--- src/hdl/icvs_pkg.sv ---
// Shared types, constants and codes for the ionic cell voltage step block.
package icvs_pkg;

	localparam int NUM_CELLS_DEF = 256;
	localparam int SUBSTEPS_DEF  = 10;
	localparam int CELL_SPAN     = 256;

	localparam logic signed [23:0] V_RESET   = -24'sd5570560;
	localparam logic signed [25:0] V_BIAS    = 26'sd8847360;
	localparam logic signed [18:0] VN_BIAS   = 19'sd32768;
	localparam logic [16:0]        ONE_Q16   = 17'd65536;
	localparam logic signed [26:0] RECIP_100 = 27'sd42949673;
	localparam logic signed [26:0] K_NA      = 27'sd14321678;
	localparam logic signed [26:0] K_IK      = 27'sd67983;
	localparam logic signed [27:0] IK_HIGH   = 28'sd18204;
	localparam logic signed [28:0] V_MAX     = 29'sd8388607;
	localparam logic signed [28:0] V_MIN     = -29'sd8388608;

	localparam logic [3:0] OP_NONE = 4'd0;
	localparam logic [3:0] OP_VN   = 4'd1;
	localparam logic [3:0] OP_T1   = 4'd2;
	localparam logic [3:0] OP_T2   = 4'd3;
	localparam logic [3:0] OP_NA   = 4'd4;
	localparam logic [3:0] OP_IK   = 4'd5;
	localparam logic [3:0] OP_G    = 4'd6;
	localparam logic [3:0] OP_DV   = 4'd7;
	localparam logic [3:0] OP_DS   = 4'd8;

	localparam logic [2:0] REG_TIME_STEP   = 3'd0;
	localparam logic [2:0] REG_THRESHOLD   = 3'd1;
	localparam logic [2:0] REG_MAX_DV      = 3'd2;
	localparam logic [2:0] REG_OPEN_FULL   = 3'd3;
	localparam logic [2:0] REG_CLOSED_FULL = 3'd4;
	localparam logic [2:0] REG_OPEN_SUB    = 3'd5;
	localparam logic [2:0] REG_CLOSED_SUB  = 3'd6;

	typedef struct packed {
		logic [7:0]         cell_index;
		logic signed [23:0] stimulus_current;
		logic signed [23:0] diffusion_current;
	} req_t;

	typedef struct packed {
		logic [7:0]         cell_out;
		logic signed [23:0] voltage_out;
		logic [16:0]        gate_out;
		logic               substepped;
	} res_t;

	typedef struct packed {
		logic [15:0] time_step;
		logic [16:0] threshold_vc;
		logic [22:0] max_voltage_change;
		logic [16:0] decay_open_full;
		logic [16:0] decay_closed_full;
		logic [16:0] decay_open_sub;
		logic [16:0] decay_closed_sub;
	} cfg_t;

	typedef struct packed {
		logic       accept;
		logic       load;
		logic [3:0] op;
		logic       commit;
		logic       set_sub;
		logic       finish;
	} cmd_t;

	typedef struct packed {
		logic in_range;
		logic above;
		logic reject;
		logic sub;
	} sts_t;

endpackage

--- src/hdl/icvs_regs.sv ---
// Configuration register file behind the APB-style port.
module icvs_regs import icvs_pkg::*; (
	input  logic        clk,
	input  logic        arst_n,
	input  logic        psel,
	input  logic        penable,
	input  logic        pwrite,
	input  logic [4:0]  paddr,
	input  logic [31:0] pwdata,
	output logic [31:0] prdata,
	output logic        pready,
	output cfg_t        cfg
);
	cfg_t       cfg_q;
	logic [2:0] idx;
	logic       wr;

	assign idx    = paddr[4:2];
	assign wr     = psel & penable & pwrite;
	assign pready = 1'b1;
	assign cfg    = cfg_q;

	always_ff @(posedge clk or negedge arst_n) begin
		if (!arst_n) begin
			cfg_q.time_step          <= 16'd655;
			cfg_q.threshold_vc       <= 17'd8520;
			cfg_q.max_voltage_change <= 23'd6554;
			cfg_q.decay_open_full    <= 17'd65419;
			cfg_q.decay_closed_full  <= 17'd65528;
			cfg_q.decay_open_sub     <= 17'd65524;
			cfg_q.decay_closed_sub   <= 17'd65535;
		end else if (wr) begin
			case (idx)
				REG_TIME_STEP:   cfg_q.time_step          <= pwdata[15:0];
				REG_THRESHOLD:   cfg_q.threshold_vc       <= pwdata[16:0];
				REG_MAX_DV:      cfg_q.max_voltage_change <= pwdata[22:0];
				REG_OPEN_FULL:   cfg_q.decay_open_full    <= pwdata[16:0];
				REG_CLOSED_FULL: cfg_q.decay_closed_full  <= pwdata[16:0];
				REG_OPEN_SUB:    cfg_q.decay_open_sub     <= pwdata[16:0];
				REG_CLOSED_SUB:  cfg_q.decay_closed_sub   <= pwdata[16:0];
				default: ;
			endcase
		end
	end

	always_comb begin
		case (idx)
			REG_TIME_STEP:   prdata = {16'd0, cfg_q.time_step};
			REG_THRESHOLD:   prdata = {15'd0, cfg_q.threshold_vc};
			REG_MAX_DV:      prdata = {9'd0, cfg_q.max_voltage_change};
			REG_OPEN_FULL:   prdata = {15'd0, cfg_q.decay_open_full};
			REG_CLOSED_FULL: prdata = {15'd0, cfg_q.decay_closed_full};
			REG_OPEN_SUB:    prdata = {15'd0, cfg_q.decay_open_sub};
			REG_CLOSED_SUB:  prdata = {15'd0, cfg_q.decay_closed_sub};
			default:         prdata = 32'd0;
		endcase
	end
endmodule

--- config.mk ---
export PLATFORM = sky130hd
export DESIGN_NAME = icvs_regs
export DESIGN_NICKNAME = d
export VERILOG_FILES = /design/src/hdl/icvs_pkg.sv /design/src/hdl/icvs_regs.sv
export SDC_FILE = /design/constraint.sdc
export NUM_CORES = 1
export LEC_CHECK = 0
export BUFFER_PORTS_ARGS = -buffer_cell sky130_fd_sc_hd__buf_2
export CORE_MARGIN = 2
export CORE_UTILIZATION = 51
export DETAILED_ROUTE_END_ITERATION = 6
export GPL_TIMING_DRIVEN = 0
export MAX_ROUTING_LAYER = met4
export PLACE_DENSITY = 0.81
export SYNTH_ARGS = -nofsm -noshare
export SYNTH_HDL_FRONTEND = slang
export SYNTH_SLANG_ARGS = --single-unit
--- constraint.sdc ---
create_clock -name clk -period 1.6 [get_ports clk]
set_clock_uncertainty 0.15 [all_clocks]
set_input_delay 0.08 -clock clk [delete_from_list [all_inputs] [get_ports clk]]
set_output_delay 0.08 -clock clk [all_outputs]
set_load 0.05 [all_outputs]
==> metrics.csv <==
stage,metric,value,unit
detailed_routing,routed_wl,18.1,mm
clocking,clock_path_buffers,2,
worst_setup_path,path_delay_family,flip-flops,
clocking,cts-root-buf,clkbuf_16,
synthesis,syn_area,5980,um2
final_layout,fin_cells,842,
sta,maxSlewHeadroom,0.610,
sta,fmax,0.557,GHz
clocking,numClockSinks,124,
final_layout,largest_reg_flops,124,
final_layout,nNetsFinal,726,
final_layout,syn_to_final_growth,40.9,%
final_layout,final_area,8430,um2
place,place_inst,762,
sta,rsz0062_at_grt,yes,
die,rows,39,
global_route,grt_overflow,0,
detailed_routing,ant_nets,0,
run,drv_cap,0,
global_route,gr-usage-met3,0.0680,
place,place.gp.congestion,0.827,
sta,period_share,1.12,
die,io_pins,199,
detailed_routing,wl_per_cell,21.5,um
worst_setup_path,path_cells,mux2_2 > o21ai_1 > o221ai_2 > buf_6,
place,dpl.hpwl,11.8,mm
pwr,power,13700,uW
die,fp.dieH,112,um
run_status,failed_checks,setup timing,
worst_setup_path,worstPathArrival,1560,ps
sta,layout_min_cycle_time,1790,ps
clocking,path_clk_slew,60,ps
worst_hold_path,min_path_type,in2async,
worst_setup_path,critPathRequiredTime,1370,ps
clocking,clk_latency,410,ps
clocking,cts_max_level,4,
place,placed_cell_area,7180,um2
detailed_routing,drt_pre_antenna_iters,4,
final_layout,multiInputGateArea,2730,um2
synthesis,seq_area_frac_synth,0.534,
sta,fin_ws,-195,ps
detailed_routing,vias,4727,
global_route,antenna_found_initial,1,
die,design.core.area,11400,um2
pwr,power_density,1630,nW/um2
die,initial_core_util,0.524,
global_route,grt_max_degree,64,
die,dieArea,12600,um2
synthesis,avgSynthCellArea,13.8,um2
synthesis,ys_warn_count,0,
worst_setup_path,path_buf_inv,1,
sta,slew_violations,0,
global_route,met1_usage,0.381,
die,die_w,112,um
place,portBuffers,177,
worst_setup_path,path_class,reg2out,
worst_setup_path,cp-end-kind,output pin,
global_route,track_usage,0.294,
sta,hold_viol,0,
pwr,leakage,0.00411,uW
sta,worst_pin_slew,585,ps
synthesis,synth_cell_type_count,33,
synthesis,ys.flop_type,dfstp_2,
synthesis,synth_edf_count,0,
detailed_routing,via_per_inst,5.61,
worst_setup_path,cp_max_fo,3,
worst_setup_path,r2r-start,cfg[101],
final_layout,drive_above_1_share,0.732,
synthesis,synth-seq-cells,124,
run_status,outcome,"complete, but fails checks",
detailed_routing,drt_iter0_drc,218,
global_route,top_usage_layer,met2,
synthesis,synth.largest_area_cell,dfstp_2,
global_route,grt_pass1_wl,27.4,mm
synthesis,synthTopCellsByArea,"dfstp_2 (31%), mux2_2 (22%), dfrtp_1 (22%)",
synthesis,syn_inst,433,
detailed_routing,remaining_drc_errors,0,
final_layout,final.fill_count,784,
synthesis,yosysTopAreaCellShare,0.312,
clocking,numCtsBuffers,17,
global_route,use_met2,0.456,
pwr,ir_worst_vdd,1.13,mV
final_layout,seq_area,3190,um2
clocking,cts_tree,done,
sta,finalSetupTns,-2670,ps
worst_setup_path,setup.worst_path.start_class,flip-flop,
worst_setup_path,crit_slowest_cell,dfrtp_1,
worst_setup_path,crit_start,cfg[116],
worst_setup_path,max_stage_delay,400,ps
global_route,first_global_vias,4914,
synthesis,async_reset_ff_frac,1.00,
sta,setup_violations,17,
power by group:
part	internal, uW	switching, uW
logic	1510	3500
registers	4020	484
clock network	2790	1390
total	8330	5370
repair_timing:
item / 4_1_cts / 5_1_grt
gates resized for setup: 65 / 16
hold buffers: 24 / 0
endpoints found under the hold margin: 203 / 0
buffers inserted: 18 / 5
pin swaps: 10 / 8
setup endpoints to repair: 27 / 42
layout by cell type (no fill, tap or decap), drive strengths merged, types with 6 or more instances in the layout:
| cell | count |
|---|---|
| dfrtp | 53 |
| dfstp | 71 |
| dlygate4sd3 | 24 |
| mux2 | 139 |
| and2 | 6 |
| o221ai | 10 |
| a21oi | 18 |
| clkbuf | 27 |
| o21ai | 16 |
| buf | 229 |
| mux2i | 29 |
| nand2b | 7 |
| nor2 | 9 |
| conb | 10 |
| nand2 | 12 |
layer usage:
metal  vias to the layer above  part of all wire
li1                       2072                 -
met1                      2398              0.41
met2                       218              0.49
met3                        39             0.072
met4                         0             0.026
met5                         -                 0
worst paths after layout:
path | to | slack, ps | cells past startpoint
max reg2reg | cfg[101] | 430 | 3
min in group clk | cfg[1] | 120 | 4
min reg2reg | cfg[89] | 380 | 1
min | cfg[56] | 50 | 2
max | prdata[8] | -190 | 4
max in group asynchronous | cfg[59] | 490 | 3
cell type report:
| type | count | share of cell area |
|---|---|---|
| sequential | 124 | 0.379 |
| multi-input combinational | 280 | 0.324 |
| timing repair buffer | 225 | 0.169 |
| clock buffer | 20 | 0.0530 |
| buffer | 35 | 0.0303 |
| clock inverter | 12 | 0.0230 |
| tap | 143 | 0.0212 |
| antenna | 2 | 0.000594 |
| inverter | 1 | 0.000445 |
synth_stat cells, types with 3 or more instances:
master / instances
mux2_2: 119
dfstp_2: 71
dfrtp_1: 53
mux2i_1: 29
mux2_4: 20
a21oi_1: 18
o21ai_0: 16
buf_4: 13
nand2_1: 11
buf_2: 10
o221ai_1: 10
clkbuf_1: 9
nand2b_1: 7
and2_1: 6
a31oi_1: 5
and3_1: 5
nor2_1: 5
o211ai_1: 5
buf_6: 3
per-stage QoR:
step / util / hold WS [ps] / setup slack (ps)
floorplan: - / -366 / -241
global placement: 0.625 / 163 / -1120
detailed placement: 0.628 / -60.8 / -665
CTS: 0.730 / 71.8 / -194
global route: 0.738 / 105 / -264
finish: 0.738 / 50.8 / -195
cell families (layout without fill, tap and decap cells):
logic type | Yosys count | after routing | synth area share
muxes | 168 | 168 | 0.323
DFF | 124 | 124 | 0.534
AOI/OAI and AO/OA | 57 | 57 | 0.0590
and+or+nand+nor | 45 | 45 | 0.0458
buffers and inverters | 37 | 293 | 0.0372
other | 2 | 12 | 0.00126
worst register-to-register path, cell delays in order, from the launching register on:
cell	delay [ps]
dfrtp_1	390
buf_4	140
buf_4	120
mux2_4	260
(Power assumes the default switching activity.)
