==> config.mk <==
export PLATFORM = sky130hd
export DESIGN_NAME = icvs_ctrl
export DESIGN_NICKNAME = d
export VERILOG_FILES = /design/src/hdl/icvs_pkg.sv /design/src/hdl/icvs_ctrl.sv
export SDC_FILE = /design/constraint.sdc
export NUM_CORES = 1
export LEC_CHECK = 0
export BUFFER_PORTS_ARGS = -buffer_cell sky130_fd_sc_hd__buf_4
export CELL_PAD_IN_SITES_DETAIL_PLACEMENT = 1
export CELL_PAD_IN_SITES_GLOBAL_PLACEMENT = 1
export CORE_MARGIN = 2
export CORE_UTILIZATION = 40
export CTS_CLUSTER_DIAMETER = 100
export DETAILED_ROUTE_END_ITERATION = 8
export GPL_TIMING_DRIVEN = 0
export PLACE_DENSITY_LB_ADDON = 0.2
export SYNTH_ARGS = -nofsm -noshare
export SYNTH_HDL_FRONTEND = slang
export SYNTH_SLANG_ARGS = --single-unit
==> constraint.sdc <==
create_clock -name clk -period 2.7 [get_ports clk]
set_input_delay 0.27 -clock clk [delete_from_list [all_inputs] [get_ports clk]]
set_output_delay 0.27 -clock clk [all_outputs]
set_load 0.02 [all_outputs]
==> src/hdl/icvs_pkg.sv <==
// Shared types, constants and codes for the ionic cell voltage step block.
package icvs_pkg;

	localparam int NUM_CELLS_DEF = 256;
	localparam int SUBSTEPS_DEF  = 10;
	localparam int CELL_SPAN     = 256;

	localparam logic signed [23:0] V_RESET   = -24'sd5570560;
	localparam logic signed [25:0] V_BIAS    = 26'sd8847360;
	localparam logic signed [18:0] VN_BIAS   = 19'sd32768;
	localparam logic [16:0]        ONE_Q16   = 17'd65536;
	localparam logic signed [26:0] RECIP_100 = 27'sd42949673;
	localparam logic signed [26:0] K_NA      = 27'sd14321678;
	localparam logic signed [26:0] K_IK      = 27'sd67983;
	localparam logic signed [27:0] IK_HIGH   = 28'sd18204;
	localparam logic signed [28:0] V_MAX     = 29'sd8388607;
	localparam logic signed [28:0] V_MIN     = -29'sd8388608;

	localparam logic [3:0] OP_NONE = 4'd0;
	localparam logic [3:0] OP_VN   = 4'd1;
	localparam logic [3:0] OP_T1   = 4'd2;
	localparam logic [3:0] OP_T2   = 4'd3;
	localparam logic [3:0] OP_NA   = 4'd4;
	localparam logic [3:0] OP_IK   = 4'd5;
	localparam logic [3:0] OP_G    = 4'd6;
	localparam logic [3:0] OP_DV   = 4'd7;
	localparam logic [3:0] OP_DS   = 4'd8;

	localparam logic [2:0] REG_TIME_STEP   = 3'd0;
	localparam logic [2:0] REG_THRESHOLD   = 3'd1;
	localparam logic [2:0] REG_MAX_DV      = 3'd2;
	localparam logic [2:0] REG_OPEN_FULL   = 3'd3;
	localparam logic [2:0] REG_CLOSED_FULL = 3'd4;
	localparam logic [2:0] REG_OPEN_SUB    = 3'd5;
	localparam logic [2:0] REG_CLOSED_SUB  = 3'd6;

	typedef struct packed {
		logic [7:0]         cell_index;
		logic signed [23:0] stimulus_current;
		logic signed [23:0] diffusion_current;
	} req_t;

	typedef struct packed {
		logic [7:0]         cell_out;
		logic signed [23:0] voltage_out;
		logic [16:0]        gate_out;
		logic               substepped;
	} res_t;

	typedef struct packed {
		logic [15:0] time_step;
		logic [16:0] threshold_vc;
		logic [22:0] max_voltage_change;
		logic [16:0] decay_open_full;
		logic [16:0] decay_closed_full;
		logic [16:0] decay_open_sub;
		logic [16:0] decay_closed_sub;
	} cfg_t;

	typedef struct packed {
		logic       accept;
		logic       load;
		logic [3:0] op;
		logic       commit;
		logic       set_sub;
		logic       finish;
	} cmd_t;

	typedef struct packed {
		logic in_range;
		logic above;
		logic reject;
		logic sub;
	} sts_t;

endpackage

==> src/hdl/icvs_ctrl.sv <==
// Controller: sequences the multiplier operations of each Euler iteration.
module icvs_ctrl import icvs_pkg::*; #(
	parameter int SUBSTEPS = SUBSTEPS_DEF
) (
	input  logic clk,
	input  logic arst_n,
	input  logic start,
	input  sts_t sts,
	output cmd_t cmd,
	output logic busy
);
	localparam int IW = SUBSTEPS > 1 ? $clog2(SUBSTEPS) : 1;
	localparam logic [IW-1:0] LAST = IW'(SUBSTEPS - 1);

	localparam logic [3:0] S_IDLE = 4'd0;
	localparam logic [3:0] S_LOAD = 4'd1;
	localparam logic [3:0] S_VN   = 4'd2;
	localparam logic [3:0] S_VNW  = 4'd3;
	localparam logic [3:0] S_T1   = 4'd4;
	localparam logic [3:0] S_T2   = 4'd5;
	localparam logic [3:0] S_NA   = 4'd6;
	localparam logic [3:0] S_IK   = 4'd7;
	localparam logic [3:0] S_G    = 4'd8;
	localparam logic [3:0] S_DV   = 4'd9;
	localparam logic [3:0] S_DVW  = 4'd10;
	localparam logic [3:0] S_CHK  = 4'd11;
	localparam logic [3:0] S_DS   = 4'd12;
	localparam logic [3:0] S_DSW  = 4'd13;
	localparam logic [3:0] S_DONE = 4'd14;

	logic [3:0]    state_q, state_nx;
	logic [IW-1:0] iter_q, iter_nx;

	always_comb begin
		cmd      = '0;
		cmd.op   = OP_NONE;
		state_nx = state_q;
		iter_nx  = iter_q;
		case (state_q)
			S_IDLE: begin
				if (start) begin
					cmd.accept = 1'b1;
					state_nx   = S_LOAD;
				end
			end
			S_LOAD: begin
				if (sts.in_range) begin
					cmd.load = 1'b1;
					state_nx = S_VN;
				end else begin
					state_nx = S_DONE;
				end
			end
			S_VN: begin
				cmd.op   = OP_VN;
				state_nx = S_VNW;
			end
			S_VNW: state_nx = sts.above ? S_T1 : S_IK;
			S_T1: begin
				cmd.op   = OP_T1;
				state_nx = S_T2;
			end
			S_T2: begin
				cmd.op   = OP_T2;
				state_nx = S_NA;
			end
			S_NA: begin
				cmd.op   = OP_NA;
				state_nx = S_G;
			end
			S_IK: begin
				cmd.op   = OP_IK;
				state_nx = S_G;
			end
			S_G: begin
				cmd.op   = OP_G;
				state_nx = S_DV;
			end
			S_DV: begin
				cmd.op   = OP_DV;
				state_nx = S_DVW;
			end
			S_DVW: state_nx = S_CHK;
			S_CHK: begin
				if (sts.reject) begin
					cmd.set_sub = 1'b1;
					state_nx    = S_DS;
				end else begin
					cmd.commit = 1'b1;
					if (sts.sub && (iter_q != LAST)) begin
						iter_nx  = iter_q + IW'(1);
						state_nx = S_VN;
					end else begin
						state_nx = S_DONE;
					end
				end
			end
			S_DS: begin
				cmd.op   = OP_DS;
				iter_nx  = '0;
				state_nx = S_DSW;
			end
			S_DSW: state_nx = S_VN;
			S_DONE: begin
				cmd.finish = 1'b1;
				state_nx   = S_IDLE;
			end
			default: state_nx = S_IDLE;
		endcase
	end

	always_ff @(posedge clk or negedge arst_n) begin
		if (!arst_n) begin
			state_q <= S_IDLE;
			iter_q  <= '0;
		end else begin
			state_q <= state_nx;
			iter_q  <= iter_nx;
		end
	end

	assign busy = state_q != S_IDLE;

	a_done_once: assert property (@(posedge clk) disable iff (!arst_n)
		state_q == S_DONE |=> state_q == S_IDLE)
		else $error("finish not followed by idle");
	a_no_commit_reject: assert property (@(posedge clk) disable iff (!arst_n)
		cmd.commit |-> !sts.reject)
		else $error("rejected step committed");
	a_iter_range: assert property (@(posedge clk) disable iff (!arst_n)
		iter_q <= LAST)
		else $error("substep counter out of range");
	a_reject_full_only: assert property (@(posedge clk) disable iff (!arst_n)
		(state_q == S_CHK && sts.reject) |=> sts.sub)
		else $error("rejection did not switch to substeps");
endmodule

==> impl_results.md, run 1 <==
- Synth Net Count: 80
- Fin crit share: 68.5%
- IO Port Bufs: 16
- N_diodes: 0
- Post-synthesis adder-cell area fraction: 3.88%
- Share of cells above drive strength 1: 30.8%
- Global Route Usage Sum: 18.1%
- Routed wire length: 1570 um
- Final core occ: 54.3%
- Synthesized instance count: 71
- Post-Synth XOR/XNOR Area: 0%
- RSZ-0062 raised after global routing: no
- Clk pin slew, worst setup/hold paths: 0.05 ns
- Kind of cell adding the most delay to the critical path: flip-flops
- Largest net degree at the start of global routing: 11
- Distinct cells, synth: 33
- Die Y: 44.2 um
- H-tree lvl count: 1
- Most common library cells after synthesis: dfrtp_1 (8), nand2_1 (8), nand2b_1 (7)
- Vias: 589
- Crit-path cells: buf_2, nand2b_1, o21ai_1, a22o_1, buf_4
- Worst-Margin Slew: 0.332 ns
- Final GP Congestion: 0.694
- Proportion of netlist area held by the largest area contributor: 31.0%
- Top-Level Pins: 17
- Core area: 1510 um2
- Post-synth EDFFs: 0
- Yosys warning count: 0
- Worst slew margin: 77.9%
- Max clock buf depth: 2
- Die X: 44.2 um
- CTS tree: built
- Leading post-synthesis cells by cell area: dfrtp_1 (31%), nand2b_1 (6.8%), mux2i_1 (6.2%)
- DP HPWL: 1260 um
- Setup violations, final: 0
- Maximum fanout along the worst path: 10
- Max Clock Freq: 540 MHz
- CTS Buf Count: 3
- Starting DRT DRC Count: 6
- Initial Utilization: 42.9%
- Number of global-route vias before repair: 590
- Slowest stage delay, CP: 0.47 ns
- Max Cap Violations: 0
- DRC viols: 0
- Worst Skew: 0.00402 ns
- Ys async rst share: 100%
- CP Launch Point: state_q[3]$_DFFE_PN0P_
- Root buffer cell: clkbuf_4
- Min Tclk post-route: 1.85 ns
- Hold Crit Start: sts[2]
- Leak: 0.396 nW
- Clk sinks: 8
- Fillers: 189
- First-pass GRT wire length: 2550 um
- Row count: 14
- Final Hold Vio Count: 0
- WP data arrival: 1.58 ns
- Drt via density: 5.50
- DIE AREA: 1950 um2
- Yosys reg bits: 8
- Total gr overflow: 0
- Area delta synth->final: 26.7%
- DRT antenna net count: 0
- Multiplexer share of the synthesized area: 7.95%
- Status: complete, no violations
- Startpoint types: register
- Worst-Skew Late Latency: 0.25 ns
- R2r startpoint: iter_q[0]$_DFFE_PN0P_
- Sequential area share after synthesis: 31.0%
- Worst hold-check path type: in2reg
- Initial antenna violation count: 0
- Prevailing post-synth register cell: dfrtp_1
- Worst Setup Path Type: reg2out
- CP Data Required Time: 2.43 ns
- Netlist Area Pre-Place: 646 um2
- Setup crit end kind: output pin
- Complex-gate fraction of the synthesized area: 13.8%
- Synth Area per Inst: 9.09 um2
- Routed length per instance: 14.7 um
- Synth area leader: dfrtp_1
- Largest family of logic cells by synthesized area: simple AND/OR/NAND/NOR gates
- WP buf/inv: 2
- Pre-antenna DRT Iters: 3
- Peak VDD IR: 0.456 mV
- Layout net count: 102
- Fin. max-slew vios: 0
- Slowest CP cell: dfrtp_1
- Pwr/cell area: 1120 nW/um2
- Post-synthesis simple-gate area fraction: 35.9%
- Setup TNS: 0 ns
metal layers:
metal | up-vias | global-route usage [%] | routed length [um]
met4 | 0 | 1.82 | 0
met5 | - | 0 | 0
met3 | 0 | 7.35 | 82
met1 | 284 | 21.2 | 673
met2 | 15 | 32.1 | 812
li1 | 290 | - | -
flip-flops by register name, indices dropped and copies added, names as in the netlist:
signal	cells
state_q	4
iter_q	4
cells in the final DEF (no fill, tap or decap), drive strengths merged:
| cell type | count |
|---|---|
| a21o | 1 |
| a21oi | 3 |
| a22o | 1 |
| a311oi | 1 |
| and3 | 1 |
| and3b | 1 |
| buf | 20 |
| clkbuf | 4 |
| dfrtp | 8 |
| dlygate4sd3 | 1 |
| ha | 2 |
| inv | 5 |
| mux2 | 1 |
| mux2i | 4 |
| nand2 | 8 |
| nand2b | 7 |
| nand3b | 1 |
| nand4b | 1 |
| nand4bb | 1 |
| nor2 | 5 |
| nor2b | 1 |
| nor3 | 2 |
| nor3b | 2 |
| nor4 | 1 |
| nor4b | 2 |
| o211a | 1 |
| o211ai | 1 |
| o21ai | 3 |
| o22ai | 1 |
| o32a | 1 |
worst min-delay path, stage by stage:
cell and delay (ns):
buf_4 0.08, o21ai_0 0.06, o211a_1 0.12
power breakdown:
part	switching (mW)	total (mW)	leakage, nW	internal [mW]
registers	0.0765	0.254	0.101	0.178
clock network	0.0407	0.0916	0.0138	0.0509
logic	0.312	0.571	0.281	0.259
total	0.429	0.917	0.396	0.488
final timing paths:
kind	endpoint	slack (ns)	cells past startpoint
worst max-delay path	cmd[3]	0.85	5
worst min-delay path	state_q[0]$_DFFE_PN0P_	0.33	3
min in group asynchronous	state_q[3]$_DFFE_PN0P_	0.39	2
worst max register to register	iter_q[2]$_DFFE_PN0P_	1.22	4
worst min register to register	iter_q[3]$_DFFE_PN0P_	0.57	2
max in group asynchronous	state_q[0]$_DFFE_PN0P_	2.18	2
kinds of logic (layout without fill, tap and decap cells):
family | after synthesis | in the layout
simple gates | 33 | 33
mux | 5 | 5
flops | 8 | 8
fa+ha+maj | 2 | 2
buf+inv | 10 | 30
compound gates | 13 | 13
area by class of cell:
class / count / area (um2) / share of cell area, %
multi-input cells: 53 / 397 / 48.5
flip-flops and latches: 8 / 200 / 24.5
repair buffers: 17 / 130 / 15.9
plain buffers: 5 / 30.0 / 3.67
clock buffers: 3 / 22.5 / 2.75
well taps: 16 / 20.0 / 2.45
inverters: 5 / 18.8 / 2.29
stage by stage:
step	power (mW)	worst slack, ns	instance area (um2)	instances	hold WS, ns
floorplan	0.649	1.06	646	71	-0.0256
global placement	0.806	1.16	786	103	0.0944
detailed placement	0.833	1.11	786	103	0.0970
CTS	0.931	0.836	818	107	0.324
global route	0.995	0.752	818	107	0.353
finish	0.917	0.850	818	107	0.332
what timing repair did:
item,4_1_cts,5_1_grt
resized for setup,0,0
buffers inserted,0,0
endpoints found under the hold margin,8,0
hold buffers,1,0
(Power assumes the default switching activity.)
==> run 2: changes to the inputs <==
--- a/config.mk
+++ b/config.mk
@@ -9,7 +9,7 @@
 export CELL_PAD_IN_SITES_DETAIL_PLACEMENT = 1
 export CELL_PAD_IN_SITES_GLOBAL_PLACEMENT = 1
 export CORE_MARGIN = 2
-export CORE_UTILIZATION = 40
+export CORE_UTILIZATION = 37
 export CTS_CLUSTER_DIAMETER = 100
 export DETAILED_ROUTE_END_ITERATION = 8
 export GPL_TIMING_DRIVEN = 0
==> constraint.sdc (replaced) <==
create_clock -name clk -period 1.9 [get_ports clk]
set_input_delay 0.19 -clock clk [delete_from_list [all_inputs] [get_ports clk]]
set_output_delay 0.19 -clock clk [all_outputs]
set_load 0.02 [all_outputs]
==> run 2 against run 1 <==
Against the previous run: wire length fell by 6.3%; die area rose by 7.4%; largest cell class unchanged; core utilization fell by 5.8 points; non-clock buffer count did not move; highest routed layer unchanged; clock power rose by 41%; design area rose by 0.15%; largest power group unchanged; global-route usage fell by 1.3 points.
==> impl_results.md, run 2 (same netlist as run 1, synthesis figures left out) <==
- Final setup margin: 0.164 ns
- Routed length per instance: 13.6 um
- Largest net degree at the start of global routing: 11
- Peak VDD IR: 0.539 mV
- Status: complete, no violations
- Top flop regs: iter_q: 4 flops, state_q: 4 flops
- Core area: 1690 um2
- Maximum fanout along the worst path: 10
- Setup crit end kind: output pin
- Die X: 45.8 um
- R2r worst-path depth: 4
- CP Launch Point: state_q[3]$_DFFE_PN0P_
- Leak: 0.396 nW
- Initial Utilization: 38.2%
- RSZ-0062 raised after global routing: no
- Reg2Reg Capture Point: iter_q[2]$_DFFE_PN0P_
- P_sw: 0.593 mW
- Row count: 15
- Internal reg-to-reg setup slack: 0.41 ns
- Pre-antenna DRT Iters: 4
- Final instance area: 820 um2
- Placement Cell Area: 787 um2
- Most common cell after layout, fill and taps aside: buf_4
- Starting DRT DRC Count: 5
- First-pass GRT wire length: 2530 um
- Max Cap Violations: 0
- Pint: 0.693 mW
- Sw Ratio: 46.1%
- Layout net count: 102
- Setup Fix Bufs, Post-CTS: 0
- Min Tclk post-route: 1.74 ns
- DIE AREA: 2090 um2
- Drt via density: 5.48
- Worst slew margin: 76.8%
- Fin. max-slew vios: 0
- Global Route Usage Sum: 16.8%
- Worst hold-check path type: in2reg
- Hold path depth: 3
- Number of global-route vias before repair: 579
- DRT antenna net count: 0
- R2r startpoint: iter_q[0]$_DFFE_PN0P_
- Combinational share of power: 62.5%
- CP Data Required Time: 1.71 ns
- Routed wire length: 1470 um
- Slowest CP cell: dfrtp_1
- CTS Buf Count: 3
- WP data arrival: 1.55 ns
- Worst-Margin Slew: 0.348 ns
- Root buffer cell: clkbuf_4
- Final core occ: 48.5%
- IO Port Bufs: 16
- Setup violations, final: 0
- Worst Setup Path Type: reg2out
- Die Y: 45.8 um
- Max Clock Freq: 576 MHz
- Crit-path cells: buf_2, nand2b_1, o21ai_1, a22o_1, buf_4
- H-tree lvl count: 1
- Commonest non-fill, non-tap cells in the layout: buf_4 (16), nand2_1 (8), dfrtp_1 (8), nand2b_1 (7)
- Area delta synth->final: 26.9%
- Pwr/cell area: 1570 nW/um2
- Register share of total power: 27.5%
- Setup WS pre-CTS: 0.420 ns
- CP endpoint: cmd[3]
- Clk pwr share: 10.0%
- Final GP Congestion: 0.746
- Startpoint types: register
- CTS tree: built
- Fillers: 206
- Clk sinks: 8
- Final Hold Vio Count: 0
- DP HPWL: 1140 um
- Worst-Skew Late Latency: 0.25 ns
- N_diodes: 0
- Worst Skew: 0.00348 ns
- Max clock buf depth: 2
- Slowest stage delay, CP: 0.46 ns
- Total gr overflow: 0
- Fin crit share: 91.4%
- DRC viols: 0
- Initial antenna violation count: 0
- Vias: 592
- Clk pin slew, worst setup/hold paths: 0.05 ns
- Setup TNS: 0 ns
- Top-Level Pins: 17
- Share of cells above drive strength 1: 30.8%
-- run 2: cell counts in the layout (fill, tap and decap cells not counted) --
Identical to the previous run, type by type.
-- run 2: layout make-up --
type | count | area (um2) | area share, %
repair buffers | 17 | 130 | 15.9
well taps | 17 | 21.3 | 2.60
plain buffers | 5 | 30.0 | 3.66
multi-input cells | 53 | 397 | 48.4
clock buffers | 3 | 22.5 | 2.75
flip-flops and latches | 8 | 200 | 24.4
inverters | 5 | 18.8 | 2.29
-- run 2: power by group through the flow --
stage	registers [mW]	logic [mW]	clock network, mW
CTS	0.354	0.816	0.135
global route	0.372	0.892	0.145
global placement	0.356	0.793	0
detailed placement	0.357	0.810	0
finish	0.353	0.804	0.129
floorplan	0.329	0.593	0
-- run 2: worst max-delay path: cells and delay by family, from the launching register on --
kind,cells,cell delay [ns]
simple gates,1,0.14
buf+inv,2,0.39
flops,1,0.46
compound gates,2,0.30
-- run 2: worst min path at each step --
| stage | start | endpoint | slack [ns] |
|---|---|---|---|
| CTS | sts[2] | state_q[0]$_DFFE_PN0P_ | 0.24 |
| floorplan | arst_n | iter_q[0]$_DFFE_PN0P_ | -0.11 |
| global route | sts[2] | state_q[0]$_DFFE_PN0P_ | 0.26 |
| detailed placement | arst_n | iter_q[3]$_DFFE_PN0P_ | 0.02 |
| global placement | arst_n | iter_q[3]$_DFFE_PN0P_ | 0.01 |
| finish | sts[2] | state_q[0]$_DFFE_PN0P_ | 0.25 |
-- run 2: per-layer routing --
metal / routed length, um / global-route usage [%]
met5: 0 / 0
met3: 56 / 4.76
met2: 675 / 26.2
met4: 0 / 5.14
met1: 737 / 22.5
-- run 2: stage by stage --
step	hold WS, ns	power [mW]	cells
2_1_floorplan	-0.106	0.922	71
3_3_place_gp	0.0132	1.15	104
3_5_place_dp	0.0159	1.17	104
4_1_cts	0.239	1.30	108
5_1_grt	0.259	1.41	108
6_report	0.249	1.29	108
-- run 2: what timing repair did --
item | 4_1_cts | 5_1_grt
hold endpoints to repair | 8 | 0
resized for setup | 0 | 0
hold buffers | 1 | 0
==> run 3: changes to the inputs <==
--- a/config.mk
+++ b/config.mk
@@ -9,7 +9,7 @@
 export CELL_PAD_IN_SITES_DETAIL_PLACEMENT = 1
 export CELL_PAD_IN_SITES_GLOBAL_PLACEMENT = 1
 export CORE_MARGIN = 2
-export CORE_UTILIZATION = 37
+export CORE_UTILIZATION = 33
 export CTS_CLUSTER_DIAMETER = 100
 export DETAILED_ROUTE_END_ITERATION = 8
 export GPL_TIMING_DRIVEN = 0
==> constraint.sdc (replaced) <==
create_clock -name clk -period 1.5 [get_ports clk]
set_input_delay 0.15 -clock clk [delete_from_list [all_inputs] [get_ports clk]]
set_output_delay 0.15 -clock clk [all_outputs]
set_load 0.02 [all_outputs]
==> run 3 against run 2 <==
Against the previous run: critical path depth unchanged; non-clock buffer count is 13 higher; total power is 65% higher; die area grew 11%; register-to-register slack got worse by 0.35 ns; core utilization increased by 7.8 points; combinational power is 89% higher; sequential cell count is the same; sequential share of layout area shrank 4.1 points; first-iteration DRC count is 60% higher; clock skew is 0.0026 ns higher; the flow now finishes with violations (negative setup slack); via count grew 9.1%; critical path type unchanged.
==> impl_results.md, run 3 (same netlist as run 1, synthesis figures left out) <==
- Status: finished, violations left
- Failing checks: negative setup slack
- Routed length per instance: 14.6 um
- RSZ-0062 raised after global routing: yes
- N_diodes: 0
- Maximum fanout along the worst path: 5
- Max Clock Freq: 655 MHz
- Die X: 48.2 um
- Internal reg-to-reg setup slack: 0.06 ns
- Routed wire length: 1880 um
- H-tree lvl count: 1
- DIE AREA: 2330 um2
- Worst slew margin: 80.4%
- CP Data Required Time: 1.35 ns
- Clk pin slew, worst setup/hold paths: 0.05 ns
- Fin. max-slew vios: 0
- Leak: 0.479 nW
- Setup violations, final: 1
- Core area: 1780 um2
- Die Y: 48.2 um
- Root buffer cell: clkbuf_4
- Area delta synth->final: 55.4%
- Worst Skew: 0.00612 ns
- Pre-antenna DRT Iters: 4
- DRT antenna net count: 0
- Number of global-route vias before repair: 636
- Top flop regs: iter_q: 4 flops, state_q: 4 flops
- Setup TNS: -0.0267 ns
- Initial Utilization: 36.2%
- WP data arrival: 1.38 ns
- DP HPWL: 1210 um
- Post-route insts no fill: 129
- CTS Buf Count: 3
- Slowest CP cell: dfrtp_1
- Reg2Reg Capture Point: iter_q[2]$_DFFE_PN0P_
- Share of cells above drive strength 1: 51.9%
- Global Route Usage Sum: 17.6%
- Fin crit share: 102%
- Cell mode on critical path: buf_6
- Peak VDD IR: 0.907 mV
- Clk sinks: 8
- Hold Crit Start: sts[2]
- Slowest stage delay, CP: 0.42 ns
- Hold endpoint: state_q[0]$_DFFE_PN0P_
- Starting DRT DRC Count: 8
- Top-Level Pins: 17
- Initial antenna violation count: 0
- Worst-Skew Late Latency: 0.26 ns
- Setup crit end kind: output pin
- Worst Setup Path Type: reg2out
- Final setup margin: -0.0267 ns
- Hold path depth: 3
- Worst-Margin Slew: 0.294 ns
- IO Port Bufs: 16
- Most common cell after layout, fill and taps aside: buf_4
- CTS tree: built
- Startpoint types: register
- Max clock buf depth: 2
- Row count: 15
- Min Tclk post-route: 1.53 ns
- Layout net count: 115
- Final GP Congestion: 0.698
- Fillers: 222
- Vias: 646
- First-pass GRT wire length: 2760 um
- R2r startpoint: iter_q[0]$_DFFE_PN0P_
- Pwr/cell area: 2120 nW/um2
- Drt via density: 5.01
- R2r worst-path depth: 4
- Commonest non-fill, non-tap cells in the layout: buf_4 (29), nand2_1 (7), nand2b_1 (6), inv_1 (5), dfrtp_1 (5)
- Worst hold-check path type: in2reg
- Placed Cells incl. Taps: 112
- DRC viols: 0
- Max Cap Violations: 0
- Final Hold Vio Count: 0
- Crit-path cells: buf_6, nand2b_4, o21ai_2, a22o_1, buf_6
- Largest net degree at the start of global routing: 11
- Total gr overflow: 0
## run 3: changes by cell type in the layout (fill, tap and decap cells not counted), sizes merged
cell    before  now
buf         20   34
clkbuf       4    3
## run 3: repair_timing
action | 4_1_cts | 5_1_grt
setup endpoints to repair | 8 | 11
pin swaps | 2 | 2
hold buffers | 1 | 0
cloned | 0 | 1
gates resized for setup | 16 | 3
buffers inserted | 6 | 7
hold endpoints to repair | 8 | 0
## run 3: per-stage QoR
| step | cell area [um2] | total power [mW] | util [%] | hold WS (ns) | worst slack (ns) |
|---|---|---|---|---|---|
| after floorplan | 652 | 1.18 | - | -0.146 | 0.0786 |
| after detailed placement | 803 | 1.51 | 45.1 | -0.0255 | 0.0490 |
| after global placement | 803 | 1.47 | 45.1 | -0.0250 | 0.0474 |
| after global routing | 1000 | 2.28 | 56.3 | 0.208 | -0.0795 |
| final | 1000 | 2.13 | 56.3 | 0.197 | -0.0267 |
| after CTS | 937 | 1.95 | 52.6 | 0.193 | -0.00853 |
## run 3: layout make-up
cell class / instances / area (um2) / share of cell area (%)
Clock buffer: 3 / 22.5 / 2.24
Timing Repair Buffer: 31 / 236 / 23.6
Inverter: 5 / 18.8 / 1.87
Sequential cell: 8 / 204 / 20.3
Buffer: 4 / 41.3 / 4.11
Tap cell: 25 / 31.3 / 3.12
Multi-Input combinational cell: 53 / 449 / 44.8
## run 3: routing by layer
| metal | wire length [um] | share of wire [%] | GRT usage [%] |
|---|---|---|---|
| met1 | 852 | 45 | 21.1 |
| met2 | 956 | 51 | 31.1 |
| met3 | 75 | 4.0 | 6.67 |
| met4 | 0 | 0 | 1.62 |
| met5 | 0 | 0 | 0 |
## run 3: critical path: cells and delay by family, from the launching register on
kind | cells | cell delay, ns
buffers and inverters | 2 | 0.26
DFF | 1 | 0.42
and+or+nand+nor | 1 | 0.15
AOI/OAI and AO/OA | 2 | 0.28
## run 3: worst max path at each step
| stage | startpoint | to | slack [ns] | depth (start not counted) |
|---|---|---|---|---|
| after floorplan | state_q[1]$_DFFE_PN0P_ | cmd[0] | 0.08 | 3 |
| after global routing | state_q[2]$_DFFE_PN0P_ | cmd[8] | -0.08 | 4 |
| after detailed placement | state_q[3]$_DFFE_PN0P_ | cmd[3] | 0.05 | 5 |
| final | state_q[2]$_DFFE_PN0P_ | cmd[3] | -0.03 | 5 |
| after CTS | state_q[2]$_DFFE_PN0P_ | cmd[3] | -0.009 | 5 |
| after global placement | iter_q[0]$_DFFE_PN0P_ | iter_q[2]$_DFFE_PN0P_ | 0.05 | 4 |
## run 3: where the power goes
part / total (mW) / internal, mW / switching [mW] / leakage [nW]
sequential: 0.442 / 0.326 / 0.116 / 0.0982
clock: 0.166 / 0.0916 / 0.0744 / 0.0138
combinational: 1.52 / 0.779 / 0.738 / 0.367
total: 2.13 / 1.20 / 0.928 / 0.479
